`config.mk`:
```
export PLATFORM = sky130hd
export DESIGN_NAME = supply_voltage_supervisor_flat
export DESIGN_NICKNAME = d
export VERILOG_FILES = /design/src/rtl/svs_pkg.sv /design/src/rtl/svs_sample_if.sv /design/src/rtl/svs_result_if.sv /design/src/rtl/svs_cfg_if.sv /design/src/rtl/svs_cfg_regs.sv /design/src/rtl/svs_comm_fsm.sv /design/src/rtl/svs_diag.sv /design/src/rtl/supply_voltage_supervisor.sv /design/src/flat_wrapper.sv
export VERILOG_INCLUDE_DIRS = /design/src /design/src/rtl
export SDC_FILE = /design/constraint.sdc
export NUM_CORES = 1
export LEC_CHECK = 0
export ABC_AREA = 1
export BUFFER_PORTS_ARGS = -buffer_cell sky130_fd_sc_hd__buf_2
export CAP_MARGIN = 20
export CORE_MARGIN = 2
export CORE_UTILIZATION = 25
export CTS_CLUSTER_SIZE = 20
export DETAILED_ROUTE_END_ITERATION = 16
export SKIP_LAST_GASP = 1
export SLEW_MARGIN = 25
export SYNTH_ARGS = -nofsm -noshare
export SYNTH_HDL_FRONTEND = slang
export SYNTH_SLANG_ARGS = --single-unit
```
`constraint.sdc`:
```
create_clock -name clk -period 5.55 [get_ports clk]
set_input_delay 0 -clock clk [delete_from_list [all_inputs] [get_ports clk]]
set_output_delay 0 -clock clk [all_outputs]
set_load 0.005 [all_outputs]
```
`src/rtl/supply_voltage_supervisor_assert.svh`:
```
// Assertion macros for the supply voltage supervisor.
// Uses clk and rst_n of the module that includes this header.
`ifndef SUPPLY_VOLTAGE_SUPERVISOR_ASSERT_SVH
`define SUPPLY_VOLTAGE_SUPERVISOR_ASSERT_SVH

// same-cycle implication, checked outside reset
`define SVS_ASSERT_NOW(label, ante, cons, msg) \
    label: assert property (@(posedge clk) disable iff (!rst_n) (ante) |-> (cons)) \
        else $error(msg);

// next-cycle implication, checked outside reset
`define SVS_ASSERT_NEXT(label, ante, cons, msg) \
    label: assert property (@(posedge clk) disable iff (!rst_n) (ante) |=> (cons)) \
        else $error(msg);

`endif

```
`src/rtl/svs_pkg.sv`:
```
// Shared types and constants of the supply voltage supervisor.
// No dependencies.
`timescale 1ns / 1ps

package svs_pkg;

    localparam int MV_W            = 16;
    localparam int TICK_W          = 16;
    localparam int CFG_IDX_W       = 4;
    localparam int COUNTER_BITS_DEF = 16;

    // register indexes
    localparam logic [CFG_IDX_W-1:0] CFG_COMM_HIGH     = 4'd0;
    localparam logic [CFG_IDX_W-1:0] CFG_COMM_LOW      = 4'd1;
    localparam logic [CFG_IDX_W-1:0] CFG_DIAG_NORM_MAX = 4'd2;
    localparam logic [CFG_IDX_W-1:0] CFG_DIAG_NORM_MIN = 4'd3;
    localparam logic [CFG_IDX_W-1:0] CFG_DIAG_CRIT_MAX = 4'd4;
    localparam logic [CFG_IDX_W-1:0] CFG_DIAG_CRIT_MIN = 4'd5;
    localparam logic [CFG_IDX_W-1:0] CFG_HOLD_TICKS    = 4'd6;
    localparam logic [CFG_IDX_W-1:0] CFG_FAULT_TICKS   = 4'd7;

    // reset values
    localparam logic [MV_W-1:0]   RST_COMM_HIGH     = 16'd18000;
    localparam logic [MV_W-1:0]   RST_COMM_LOW      = 16'd7000;
    localparam logic [MV_W-1:0]   RST_DIAG_NORM_MAX = 16'd16000;
    localparam logic [MV_W-1:0]   RST_DIAG_NORM_MIN = 16'd9000;
    localparam logic [MV_W-1:0]   RST_DIAG_CRIT_MAX = 16'd18000;
    localparam logic [MV_W-1:0]   RST_DIAG_CRIT_MIN = 16'd7000;
    localparam logic [TICK_W-1:0] RST_HOLD_TICKS    = 16'd20;
    localparam logic [TICK_W-1:0] RST_FAULT_TICKS   = 16'd50;

    typedef enum logic [1:0] {
        MODE_NORMAL = 2'd0,
        MODE_HIGH   = 2'd1,
        MODE_LOW    = 2'd2
    } comm_mode_t;

    typedef enum logic [1:0] {
        CLASS_NORMAL   = 2'd0,
        CLASS_GENERAL  = 2'd1,
        CLASS_CRITICAL = 2'd2
    } diag_class_t;

    typedef struct packed {
        logic [MV_W-1:0]   comm_high_mv;
        logic [MV_W-1:0]   comm_low_mv;
        logic [MV_W-1:0]   diag_normal_max_mv;
        logic [MV_W-1:0]   diag_normal_min_mv;
        logic [MV_W-1:0]   diag_critical_max_mv;
        logic [MV_W-1:0]   diag_critical_min_mv;
        logic [TICK_W-1:0] hold_ticks;
        logic [TICK_W-1:0] fault_ticks;
    } svs_cfg_t;

    typedef struct packed {
        comm_mode_t mode;
        logic       active;
        logic       power_on_req;
        logic       tx_enable_req;
        logic       tx_disable_req;
    } comm_res_t;

    typedef struct packed {
        diag_class_t cls;
        logic        range_fault;
        logic        max_range_fault;
    } diag_res_t;

endpackage

```
`src/rtl/svs_sample_if.sv`:
```
// Input channel: one supply sample word per handshake.
// Depends on svs_pkg.
`timescale 1ns / 1ps

interface svs_sample_if
    import svs_pkg::*;
();
    logic            valid;
    logic            ready;
    logic [MV_W-1:0] voltage_mv;
    logic            dtc_clear;

    modport source (output valid, output voltage_mv, output dtc_clear, input ready);
    modport sink   (input valid, input voltage_mv, input dtc_clear, output ready);
endinterface

```
`src/rtl/svs_result_if.sv`:
```
// Output channel: one status word per handshake.
// Depends on nothing but its own signals.
`timescale 1ns / 1ps

interface svs_result_if;
    logic       valid;
    logic       ready;
    logic [1:0] comm_state;
    logic       comm_active;
    logic       power_on_request;
    logic       tx_enable_request;
    logic       tx_disable_request;
    logic [1:0] voltage_status;
    logic       over_range_fault;
    logic       over_max_range_fault;

    modport source (output valid, output comm_state, output comm_active,
                    output power_on_request, output tx_enable_request,
                    output tx_disable_request, output voltage_status,
                    output over_range_fault, output over_max_range_fault,
                    input ready);
    modport sink   (input valid, input comm_state, input comm_active,
                    input power_on_request, input tx_enable_request,
                    input tx_disable_request, input voltage_status,
                    input over_range_fault, input over_max_range_fault,
                    output ready);
endinterface

```
`src/rtl/svs_cfg_if.sv`:
```
// Configuration write channel: register index and data word.
// Depends on svs_pkg.
`timescale 1ns / 1ps

interface svs_cfg_if
    import svs_pkg::*;
();
    logic                 valid;
    logic                 ready;
    logic [CFG_IDX_W-1:0] index;
    logic [MV_W-1:0]      data;

    modport source (output valid, output index, output data, input ready);
    modport sink   (input valid, input index, input data, output ready);
endinterface

```
`src/rtl/svs_cfg_regs.sv`:
```
// Configuration register file with reset values.
// Depends on svs_pkg and svs_cfg_if.
`timescale 1ns / 1ps

module svs_cfg_regs
    import svs_pkg::*;
(
    input  logic      clk,
    input  logic      rst_n,
    svs_cfg_if.sink   cfg_wr,
    output svs_cfg_t  cfg
);

    svs_cfg_t cfg_reg;
    svs_cfg_t cfg_next;
    logic     wr_en;

    assign cfg_wr.ready = 1'b1;
    assign wr_en        = cfg_wr.valid;
    assign cfg          = cfg_reg;

    always_comb
    begin
        cfg_next = cfg_reg;
        if (wr_en)
        begin
            case (cfg_wr.index)
                CFG_COMM_HIGH:     cfg_next.comm_high_mv         = cfg_wr.data;
                CFG_COMM_LOW:      cfg_next.comm_low_mv          = cfg_wr.data;
                CFG_DIAG_NORM_MAX: cfg_next.diag_normal_max_mv   = cfg_wr.data;
                CFG_DIAG_NORM_MIN: cfg_next.diag_normal_min_mv   = cfg_wr.data;
                CFG_DIAG_CRIT_MAX: cfg_next.diag_critical_max_mv = cfg_wr.data;
                CFG_DIAG_CRIT_MIN: cfg_next.diag_critical_min_mv = cfg_wr.data;
                CFG_HOLD_TICKS:    cfg_next.hold_ticks           = cfg_wr.data;
                CFG_FAULT_TICKS:   cfg_next.fault_ticks          = cfg_wr.data;
                default:           cfg_next = cfg_reg; // unknown index ignored
            endcase
        end
    end

    always_ff @(posedge clk or negedge rst_n)
    begin
        if (!rst_n)
        begin
            cfg_reg.comm_high_mv         <= RST_COMM_HIGH;
            cfg_reg.comm_low_mv          <= RST_COMM_LOW;
            cfg_reg.diag_normal_max_mv   <= RST_DIAG_NORM_MAX;
            cfg_reg.diag_normal_min_mv   <= RST_DIAG_NORM_MIN;
            cfg_reg.diag_critical_max_mv <= RST_DIAG_CRIT_MAX;
            cfg_reg.diag_critical_min_mv <= RST_DIAG_CRIT_MIN;
            cfg_reg.hold_ticks           <= RST_HOLD_TICKS;
            cfg_reg.fault_ticks          <= RST_FAULT_TICKS;
        end
        else
        begin
            cfg_reg <= cfg_next;
        end
    end

endmodule

```
`src/rtl/svs_comm_fsm.sv`:
```
// Communication state machine with debounce and start/stop requests.
// Depends on svs_pkg.
`timescale 1ns / 1ps

module svs_comm_fsm
    import svs_pkg::*;
#(
    parameter int COUNTER_BITS = COUNTER_BITS_DEF
) (
    input  logic            clk,
    input  logic            rst_n,
    input  logic            step,
    input  logic [MV_W-1:0] voltage_mv,
    input  logic [MV_W-1:0] comm_high_mv,
    input  logic [MV_W-1:0] comm_low_mv,
    input  logic [TICK_W-1:0] hold_ticks,
    output comm_res_t       res
);

    localparam int CMP_W = (COUNTER_BITS > TICK_W) ? COUNTER_BITS : TICK_W;

    comm_mode_t              mode_reg, mode_next;
    comm_mode_t              pending_reg, pending_next;
    logic [COUNTER_BITS-1:0] count_reg, count_next;
    logic                    started_reg, started_next;
    logic                    powered_reg, powered_next;

    comm_mode_t              target;
    logic [COUNTER_BITS-1:0] count_inc;
    logic                    do_start;
    logic                    do_stop;
    logic                    pwr_req;
    logic                    txen_req;
    logic                    txdis_req;

    always_comb
    begin
        target = mode_reg;
        case (mode_reg)
            MODE_NORMAL:
            begin
                if (voltage_mv > comm_high_mv)
                    target = MODE_HIGH;
                else if (voltage_mv < comm_low_mv)
                    target = MODE_LOW;
            end
            MODE_HIGH:
            begin
                if (voltage_mv < comm_high_mv)
                    target = MODE_NORMAL;
            end
            default:
            begin
                if (voltage_mv > comm_low_mv)
                    target = MODE_NORMAL;
            end
        endcase
    end

    // saturating increment
    assign count_inc = (count_reg == '1) ? count_reg : count_reg + 1'b1;

    always_comb
    begin
        mode_next    = mode_reg;
        pending_next = pending_reg;
        count_next   = count_reg;
        do_start     = 1'b0;
        do_stop      = 1'b0;
        if (target != mode_reg)
        begin
            if (target != pending_reg)
            begin
                pending_next = target;
                count_next   = '0;
            end
            else if (CMP_W'(count_inc) >= CMP_W'(hold_ticks))
            begin
                mode_next  = target;
                count_next = '0;
                do_start   = (target == MODE_NORMAL);
                do_stop    = (target != MODE_NORMAL);
            end
            else
            begin
                count_next = count_inc;
            end
        end
        else
        begin
            count_next   = '0;
            pending_next = target;
            do_stop      = (mode_reg != MODE_NORMAL);
        end

        started_next = started_reg;
        powered_next = powered_reg;
        pwr_req      = 1'b0;
        txen_req     = 1'b0;
        txdis_req    = 1'b0;
        if (do_start && !started_reg)
        begin
            started_next = 1'b1;
            powered_next = 1'b1;
            pwr_req      = !powered_reg;
            txen_req     = powered_reg;
        end
        if (do_stop && started_reg)
        begin
            txdis_req    = 1'b1;
            started_next = 1'b0;
        end
    end

    assign res.mode           = mode_next;
    assign res.active         = started_next;
    assign res.power_on_req   = pwr_req;
    assign res.tx_enable_req  = txen_req;
    assign res.tx_disable_req = txdis_req;

    always_ff @(posedge clk or negedge rst_n)
    begin
        if (!rst_n)
        begin
            mode_reg    <= MODE_LOW;
            pending_reg <= MODE_LOW;
            count_reg   <= '0;
            started_reg <= 1'b0;
            powered_reg <= 1'b0;
        end
        else if (step)
        begin
            mode_reg    <= mode_next;
            pending_reg <= pending_next;
            count_reg   <= count_next;
            started_reg <= started_next;
            powered_reg <= powered_next;
        end
    end

endmodule

```
`src/rtl/svs_diag.sv`:
```
// Diagnostic classifier with fault/recover counters and held fault flags.
// Depends on svs_pkg.
`timescale 1ns / 1ps

module svs_diag
    import svs_pkg::*;
#(
    parameter int COUNTER_BITS = COUNTER_BITS_DEF
) (
    input  logic            clk,
    input  logic            rst_n,
    input  logic            step,
    input  logic [MV_W-1:0] voltage_mv,
    input  logic            dtc_clear,
    input  svs_cfg_t        cfg,
    output diag_res_t       res
);

    localparam int CMP_W = (COUNTER_BITS > TICK_W) ? COUNTER_BITS : TICK_W;

    diag_class_t             last_reg, cls;
    logic [COUNTER_BITS-1:0] fault_reg, fault_next;
    logic [COUNTER_BITS-1:0] recover_reg, recover_next;
    logic                    range_reg, range_next;
    logic                    max_range_reg, max_range_next;
    logic [COUNTER_BITS-1:0] fc;
    logic [COUNTER_BITS-1:0] rc;

    // normal window first, then critical bounds
    always_comb
    begin
        if (voltage_mv >= cfg.diag_normal_min_mv && voltage_mv <= cfg.diag_normal_max_mv)
            cls = CLASS_NORMAL;
        else if (voltage_mv < cfg.diag_critical_min_mv ||
                 voltage_mv > cfg.diag_critical_max_mv)
            cls = CLASS_CRITICAL;
        else
            cls = CLASS_GENERAL;
    end

    always_comb
    begin
        fc             = (cls != last_reg) ? '0 : fault_reg;
        rc             = (cls != last_reg) ? '0 : recover_reg;
        fault_next     = fc;
        recover_next   = rc;
        range_next     = range_reg;
        max_range_next = max_range_reg;
        if (cls == CLASS_NORMAL)
        begin
            if (CMP_W'(rc) >= CMP_W'(cfg.fault_ticks))
            begin
                range_next     = 1'b0;
                max_range_next = 1'b0;
                recover_next   = '0;
            end
            else
            begin
                recover_next = (rc == '1) ? rc : rc + 1'b1;
            end
        end
        else
        begin
            fault_next = (fc == '1) ? fc : fc + 1'b1;
            if (CMP_W'(fault_next) >= CMP_W'(cfg.fault_ticks))
            begin
                if (cls == CLASS_CRITICAL)
                begin
                    max_range_next = 1'b1;
                    range_next     = 1'b0;
                end
                else
                begin
                    range_next = 1'b1;
                end
            end
        end
        // clear applies after the update, recover count untouched
        if (dtc_clear)
        begin
            fault_next     = '0;
            range_next     = 1'b0;
            max_range_next = 1'b0;
        end
    end

    assign res.cls             = cls;
    assign res.range_fault     = range_next;
    assign res.max_range_fault = max_range_next;

    always_ff @(posedge clk or negedge rst_n)
    begin
        if (!rst_n)
        begin
            last_reg      <= CLASS_NORMAL;
            fault_reg     <= '0;
            recover_reg   <= '0;
            range_reg     <= 1'b0;
            max_range_reg <= 1'b0;
        end
        else if (step)
        begin
            last_reg      <= cls;
            fault_reg     <= fault_next;
            recover_reg   <= recover_next;
            range_reg     <= range_next;
            max_range_reg <= max_range_next;
        end
    end

endmodule

```
`src/rtl/supply_voltage_supervisor.sv`:
```
// Supply voltage supervisor: usage
//   sample_in  : one word per tick, voltage_mv (mV) and dtc_clear.
//   result_out : one status word per sample word, in order.
//   cfg_wr     : register writes (index 0..7, 16-bit data); always ready,
//                other indexes are dropped. Write only while the block is idle.
// Path: a sample accepted into the input register has its status word loaded
// into the result register and is offered on result_out from there
// (input register, then result register; all decision logic sits between).
// Throughput: one word per cycle while result_out.ready is high, as the input
// register advances whenever the result register is empty or being taken.
// Stall: when result_out.ready is low the result register holds its word;
// the input register still fills once, then sample_in.ready drops.
// Reset (rst_n low, async): both stages empty, registers to defaults,
// communication state low, link stopped, fault flags and counters clear.
`timescale 1ns / 1ps

module supply_voltage_supervisor
    import svs_pkg::*;
#(
    parameter int COUNTER_BITS = COUNTER_BITS_DEF
) (
    input  logic          clk,
    input  logic          rst_n,
    svs_sample_if.sink    sample_in,
    svs_result_if.source  result_out,
    svs_cfg_if.sink       cfg_wr
);

`include "supply_voltage_supervisor_assert.svh"

    svs_cfg_t        cfg;

    // input stage
    logic            in_valid_reg;
    logic [MV_W-1:0] in_mv_reg;
    logic            in_clr_reg;

    // result stage
    logic            out_valid_reg;
    comm_res_t       comm_res, comm_res_reg;
    diag_res_t       diag_res, diag_res_reg;

    logic            out_load;
    logic            step;

    // result register free or draining this cycle
    assign out_load        = !out_valid_reg || result_out.ready;
    // one sample word is processed and its state committed
    assign step            = in_valid_reg && out_load;
    assign sample_in.ready = !in_valid_reg || out_load;

    svs_cfg_regs u_cfg (
        .clk    (clk),
        .rst_n  (rst_n),
        .cfg_wr (cfg_wr),
        .cfg    (cfg)
    );

    svs_comm_fsm #(
        .COUNTER_BITS (COUNTER_BITS)
    ) u_comm (
        .clk          (clk),
        .rst_n        (rst_n),
        .step         (step),
        .voltage_mv   (in_mv_reg),
        .comm_high_mv (cfg.comm_high_mv),
        .comm_low_mv  (cfg.comm_low_mv),
        .hold_ticks   (cfg.hold_ticks),
        .res          (comm_res)
    );

    svs_diag #(
        .COUNTER_BITS (COUNTER_BITS)
    ) u_diag (
        .clk        (clk),
        .rst_n      (rst_n),
        .step       (step),
        .voltage_mv (in_mv_reg),
        .dtc_clear  (in_clr_reg),
        .cfg        (cfg),
        .res        (diag_res)
    );

    always_ff @(posedge clk or negedge rst_n)
    begin
        if (!rst_n)
        begin
            in_valid_reg  <= 1'b0;
            out_valid_reg <= 1'b0;
        end
        else
        begin
            if (sample_in.ready)
                in_valid_reg <= sample_in.valid;
            if (out_load)
                out_valid_reg <= in_valid_reg;
        end
    end

    // payload, no reset needed
    always_ff @(posedge clk)
    begin
        if (sample_in.valid && sample_in.ready)
        begin
            in_mv_reg  <= sample_in.voltage_mv;
            in_clr_reg <= sample_in.dtc_clear;
        end
        if (step)
        begin
            comm_res_reg <= comm_res;
            diag_res_reg <= diag_res;
        end
    end

    assign result_out.valid                = out_valid_reg;
    assign result_out.comm_state           = comm_res_reg.mode;
    assign result_out.comm_active          = comm_res_reg.active;
    assign result_out.power_on_request     = comm_res_reg.power_on_req;
    assign result_out.tx_enable_request    = comm_res_reg.tx_enable_req;
    assign result_out.tx_disable_request   = comm_res_reg.tx_disable_req;
    assign result_out.voltage_status       = diag_res_reg.cls;
    assign result_out.over_range_fault     = diag_res_reg.range_fault;
    assign result_out.over_max_range_fault = diag_res_reg.max_range_fault;

    // a live link only exists in the normal state
    `SVS_ASSERT_NOW(a_active_in_normal, out_valid_reg && comm_res_reg.active,
        comm_res_reg.mode == MODE_NORMAL, "link active outside normal state")

    // a start request leaves the link active, a stop request leaves it idle
    `SVS_ASSERT_NOW(a_start_active,
        out_valid_reg && (comm_res_reg.power_on_req || comm_res_reg.tx_enable_req),
        comm_res_reg.active && !comm_res_reg.tx_disable_req,
        "start request without active link")

    `SVS_ASSERT_NOW(a_stop_idle, out_valid_reg && comm_res_reg.tx_disable_req,
        !comm_res_reg.active, "stop request with link still active")

    // a processed word always lands in the result register
    `SVS_ASSERT_NEXT(a_step_lands, step, out_valid_reg, "processed word lost")

endmodule

```
`src/flat_wrapper.sv`:
```
// flat-port wrapper written by rule: the top's interface ports become plain ports
module supply_voltage_supervisor_flat import svs_pkg::*;
#(
    parameter int COUNTER_BITS = COUNTER_BITS_DEF
)
  (clk, rst_n, sample_in_valid, sample_in_voltage_mv, sample_in_dtc_clear, sample_in_ready, result_out_valid, result_out_comm_state, result_out_comm_active, result_out_power_on_request, result_out_tx_enable_request, result_out_tx_disable_request, result_out_voltage_status, result_out_over_range_fault, result_out_over_max_range_fault, result_out_ready, cfg_wr_valid, cfg_wr_index, cfg_wr_data, cfg_wr_ready);
  svs_sample_if sample_in_i ();
  svs_result_if result_out_i ();
  svs_cfg_if cfg_wr_i ();
  input  logic clk;
  input  logic rst_n;
  input wire logic [$bits(sample_in_i.valid)-1:0] sample_in_valid;
  input wire logic [$bits(sample_in_i.voltage_mv)-1:0] sample_in_voltage_mv;
  input wire logic [$bits(sample_in_i.dtc_clear)-1:0] sample_in_dtc_clear;
  output wire logic [$bits(sample_in_i.ready)-1:0] sample_in_ready;
  output wire logic [$bits(result_out_i.valid)-1:0] result_out_valid;
  output wire logic [$bits(result_out_i.comm_state)-1:0] result_out_comm_state;
  output wire logic [$bits(result_out_i.comm_active)-1:0] result_out_comm_active;
  output wire logic [$bits(result_out_i.power_on_request)-1:0] result_out_power_on_request;
  output wire logic [$bits(result_out_i.tx_enable_request)-1:0] result_out_tx_enable_request;
  output wire logic [$bits(result_out_i.tx_disable_request)-1:0] result_out_tx_disable_request;
  output wire logic [$bits(result_out_i.voltage_status)-1:0] result_out_voltage_status;
  output wire logic [$bits(result_out_i.over_range_fault)-1:0] result_out_over_range_fault;
  output wire logic [$bits(result_out_i.over_max_range_fault)-1:0] result_out_over_max_range_fault;
  input wire logic [$bits(result_out_i.ready)-1:0] result_out_ready;
  input wire logic [$bits(cfg_wr_i.valid)-1:0] cfg_wr_valid;
  input wire logic [$bits(cfg_wr_i.index)-1:0] cfg_wr_index;
  input wire logic [$bits(cfg_wr_i.data)-1:0] cfg_wr_data;
  output wire logic [$bits(cfg_wr_i.ready)-1:0] cfg_wr_ready;
  assign sample_in_i.valid = sample_in_valid;
  assign sample_in_i.voltage_mv = sample_in_voltage_mv;
  assign sample_in_i.dtc_clear = sample_in_dtc_clear;
  assign sample_in_ready = sample_in_i.ready;
  assign result_out_valid = result_out_i.valid;
  assign result_out_comm_state = result_out_i.comm_state;
  assign result_out_comm_active = result_out_i.comm_active;
  assign result_out_power_on_request = result_out_i.power_on_request;
  assign result_out_tx_enable_request = result_out_i.tx_enable_request;
  assign result_out_tx_disable_request = result_out_i.tx_disable_request;
  assign result_out_voltage_status = result_out_i.voltage_status;
  assign result_out_over_range_fault = result_out_i.over_range_fault;
  assign result_out_over_max_range_fault = result_out_i.over_max_range_fault;
  assign result_out_i.ready = result_out_ready;
  assign cfg_wr_i.valid = cfg_wr_valid;
  assign cfg_wr_i.index = cfg_wr_index;
  assign cfg_wr_i.data = cfg_wr_data;
  assign cfg_wr_ready = cfg_wr_i.ready;
  supply_voltage_supervisor #(.COUNTER_BITS(COUNTER_BITS)) u_core (.clk(clk), .rst_n(rst_n), .sample_in(sample_in_i), .result_out(result_out_i), .cfg_wr(cfg_wr_i));
endmodule
```
==> run_results.csv <==
group,metric,value,unit
outcome,status,"completed",
die,rows,85,
clock_network,h-tree-depth,1,
worst_setup_path,reg2reg_to,"u_core.result_out.over_max_range_fault",
grt,grt_pass1_wl,60.2,mm
worst_setup_path,path_buf_inv,4,
worst_setup_path,critical_path_arrival,5.40,ns
synthesis,ys_seq_area_share,41.2,%
drt,drtPass1Iterations,5,
clock_network,cts_max_path_buffers,3,
grt,grt_use_met1,18.4,%
synthesis,async_flop_share,87.4,%
synthesis,syn_nets,1921,
worst_setup_path,slowest_delay,0.53,ns
sta,min_period,5.10,ns
drt,ant_nets,0,
worst_setup_path,worstSetupPathType,"flip-flop to flip-flop",
placement,hpwl,26.1,mm
worst_setup_path,slowest_stage,"dfstp_2",
placement,port_buffers,53,
drt,wl_per_cell,14.6,um
worst_hold_path,whs_path_depth,3,
grt,grt_max_degree,102,
synthesis,ys_top_cells_by_area,"dfrtp_1 (27%), nand2_1 (14%), ha_1 (14%)",
clock_network,insertion_delay,0.56,ns
die,initial_utilization,25.2,%
die,die_x,237,um
pwr,total_power,5.57,mW
worst_setup_path,critPathMaxFanout,11,
synthesis,synth-edff-count,27,
worst_setup_path,cpMostUsedCell,"nand2_1",
synthesis,yosys.area.top_type,"dfrtp_1",
pwr,p_leak,7.85,nW
layout,drive_above_1_share,12.2,%
synthesis,yosysTopAreaCellShare,27.0,%
drt,drt_iter0_markers,908,
grt,use_met3,2.44,%
placement,post_dp_cell_area,0.0146,mm^2
sta,max_freq,0.196,GHz
sta,slew_headroom,34.1,%
worst_hold_path,min_to,"u_core.u_cfg.cfg[100]",
worst_hold_path,hold_start,"cfg_wr_data[4]",
die,dieArea,0.0560,mm^2
grt,grt_pass1_vias,11400,
worst_setup_path,reg2reg_depth,41,
worst_setup_path,cp-start-kind,"flip-flop",
synthesis,yosys_warnings,0,
worst_setup_path,crit_path_end_kind,"flip-flop",
layout,antenna_cells,0,
sta,skew,0.0176,ns
layout,num-fill-cells,5616,
drt,drt_wl_total,37.2,mm
sta,finalSetupViolCount,0,
placement,dp_slack,-0.00303,ns
drt,via_count,11600,
sta,timing.final.crit_share,91.8,%
synthesis,netlist_area,0.0135,mm^2
layout,syn2layout_area_growth,18.5,%
clock_network,cts_tree,"yes",
grt,busiest_layer,"met2",
drt,viasPerCell,4.56,
worst_setup_path,crit_family,"simple AND/OR/NAND/NOR gates",
clock_network,cts.clk_slew.worst_paths,0.06,ns
pwr,p_per_area,347,mW/mm^2
worst_setup_path,worst_ep_required_time,5.85,ns
die,core-area,0.0537,mm^2
drt,drc,0,
layout,fin_area,0.0160,mm^2
clock_network,clock-sinks,215,
worst_setup_path,regToRegSetupSlack,0.45,ns
grt,grt_usage,13.4,%
synthesis,ys_seq_elements,215,
pwr,peakVddDrop,0.250,mV
worst_hold_path,hp-class,"input port to flip-flop",
synthesis,synthCells,1733,
synthesis,synth_flop_cell,"dfrtp_1",
sta,timing.final.hold_violations,0,
sta,tightestPinTransition,0.989,ns
clock_network,cts_buffers,25,
grt,overflow,0,
worst_setup_path,timing.rr.start,"u_core.u_cfg.cfg[77]",
layout,fin_nets,2023,
layout,largest_reg_flops,128,
die,top_level_ports,55,
placement,gp_congestion,0.852,
job,max_cap_viol_count,0,
die,die_h,237,um
grt,grt_util_met2,21.7,%
clock_network,cts_root_buffer,"clkbuf_16",
sta,fin_setup_tns,0,ns
synthesis,syn_area_per_cell,7.81,um^2
grt,antenna_found_initial,0,
synthesis,synth_cell_type_count,50,
layout,final_core_util,29.8,%
sta,setup_slack,0.453,ns
sta,drv_slew,0,
## layer usage
metal | vias to the layer above | wire length [um]
met5 | - | 0
met4 | 0 | 869
met3 | 52 | 2140
met2 | 267 | 16800
met1 | 5500 | 17500
li1 | 5804 | -
## timing repair
item	in CTS	in global routing
endpoints found under the hold margin	204	0
hold buffers	36	0
gates cloned	0	0
resized for setup	1	19
setup buffers	0	21
setup endpoints to repair	1	4
pin swaps	0	6
## stage by stage
step                hold WS, ns  std cells
detailed placement       0.0992       2447
global placement          0.108       2447
CTS                    0.000116       2529
floorplan                -0.296       1733
global route             0.0321       2550
finish                   0.0152       2550
## kinds of logic (layout without fill, tap and decap cells)
group / count (synthesis) / in the layout / synth area share, %
simple gates: 760 / 760 / 24.4
buf+inv: 316 / 437 / 9.07
compound gates: 279 / 279 / 10.9
flops: 215 / 215 / 41.2
fa+ha+maj: 146 / 146 / 13.5
xor+xnor: 16 / 16 / 1.04
other cells: 1 / 1 / 0.0277
## worst register-to-register path: cells and delay by family, from the launching register on
kind                       cells  cell delay, ns
adders and majority gates      3            0.73
buffers and inverters          4            0.29
AOI/OAI and AO/OA              4            0.46
and+or+nand+nor               30            2.83
DFF                            1            0.53
## placed cells by master (no fill, tap or decap), types with 27 or more instances in the layout
master | netlist | routed
nor2_1 | 89 | 88
a21oi_1 | 73 | 72
dfrtp_1 | 146 | 146
inv_1 | 265 | 263
nand2_1 | 493 | 489
buf_4 | 1 | 31
buf_2 | 6 | 52
ha_1 | 146 | 143
edfxtp_1 | 27 | 27
nand4_1 | 39 | 39
o21ai_0 | 171 | 169
nand3_1 | 78 | 74
dlygate4sd3_1 | 0 | 36
dfstp_2 | 42 | 42
## worst max path at each step
stage	to	cells after the start	start	slack, ns
final	u_core.result_out.over_max_range_fault	41	u_core.u_cfg.cfg[77]	0.45
after global routing	u_core.result_out.over_max_range_fault	43	u_core.in_mv_reg[3]	-0.02
after CTS	u_core.result_out.over_max_range_fault	40	u_core.in_mv_reg[15]	0.04
after detailed placement	u_core.result_out.over_max_range_fault	40	u_core.in_mv_reg[15]	-0.003
after global placement	u_core.result_out.over_max_range_fault	40	u_core.in_mv_reg[15]	0.12
after floorplan	u_core.result_out.over_max_range_fault	43	u_core.u_cfg.cfg[87]	0.98
## cells in the mapped netlist (3+ instances only)
cell type and n:
nand2_1 493, inv_1 265, o21ai_0 171, dfrtp_1 146
ha_1 146, nor2_1 89, nand3_1 78, a21oi_1 73
dfstp_2 42, nand4_1 39, clkbuf_1 33, edfxtp_1 27
nor3_1 20, xor2_1 11, nand2_2 9, o21ai_1 7
buf_2 6, nor2_2 6, o21a_1 6, nor3_2 5
xnor2_1 5, a211oi_1 4, a21boi_0 4, buf_6 4
inv_2 4, nor2_4 4, a31oi_1 3, or2_2 3
## power by group
part	switching (mW)	total [mW]	internal [mW]
sequential	0.184	2.13	1.94
clock	0.711	1.72	1.01
combinational	1.13	1.72	0.596
total	2.02	5.57	3.54
## layout make-up
type | instances | area [um^2] | area share [%]
sequential | 215 | 5570 | 34.7
inverter | 270 | 1020 | 6.37
clock buffer | 34 | 719 | 4.49
multi-input combinational | 1202 | 6830 | 42.6
clock inverter | 12 | 129 | 0.804
tap | 696 | 871 | 5.43
timing repair buffer | 121 | 887 | 5.54
Power figures use the tool's default switching activity.
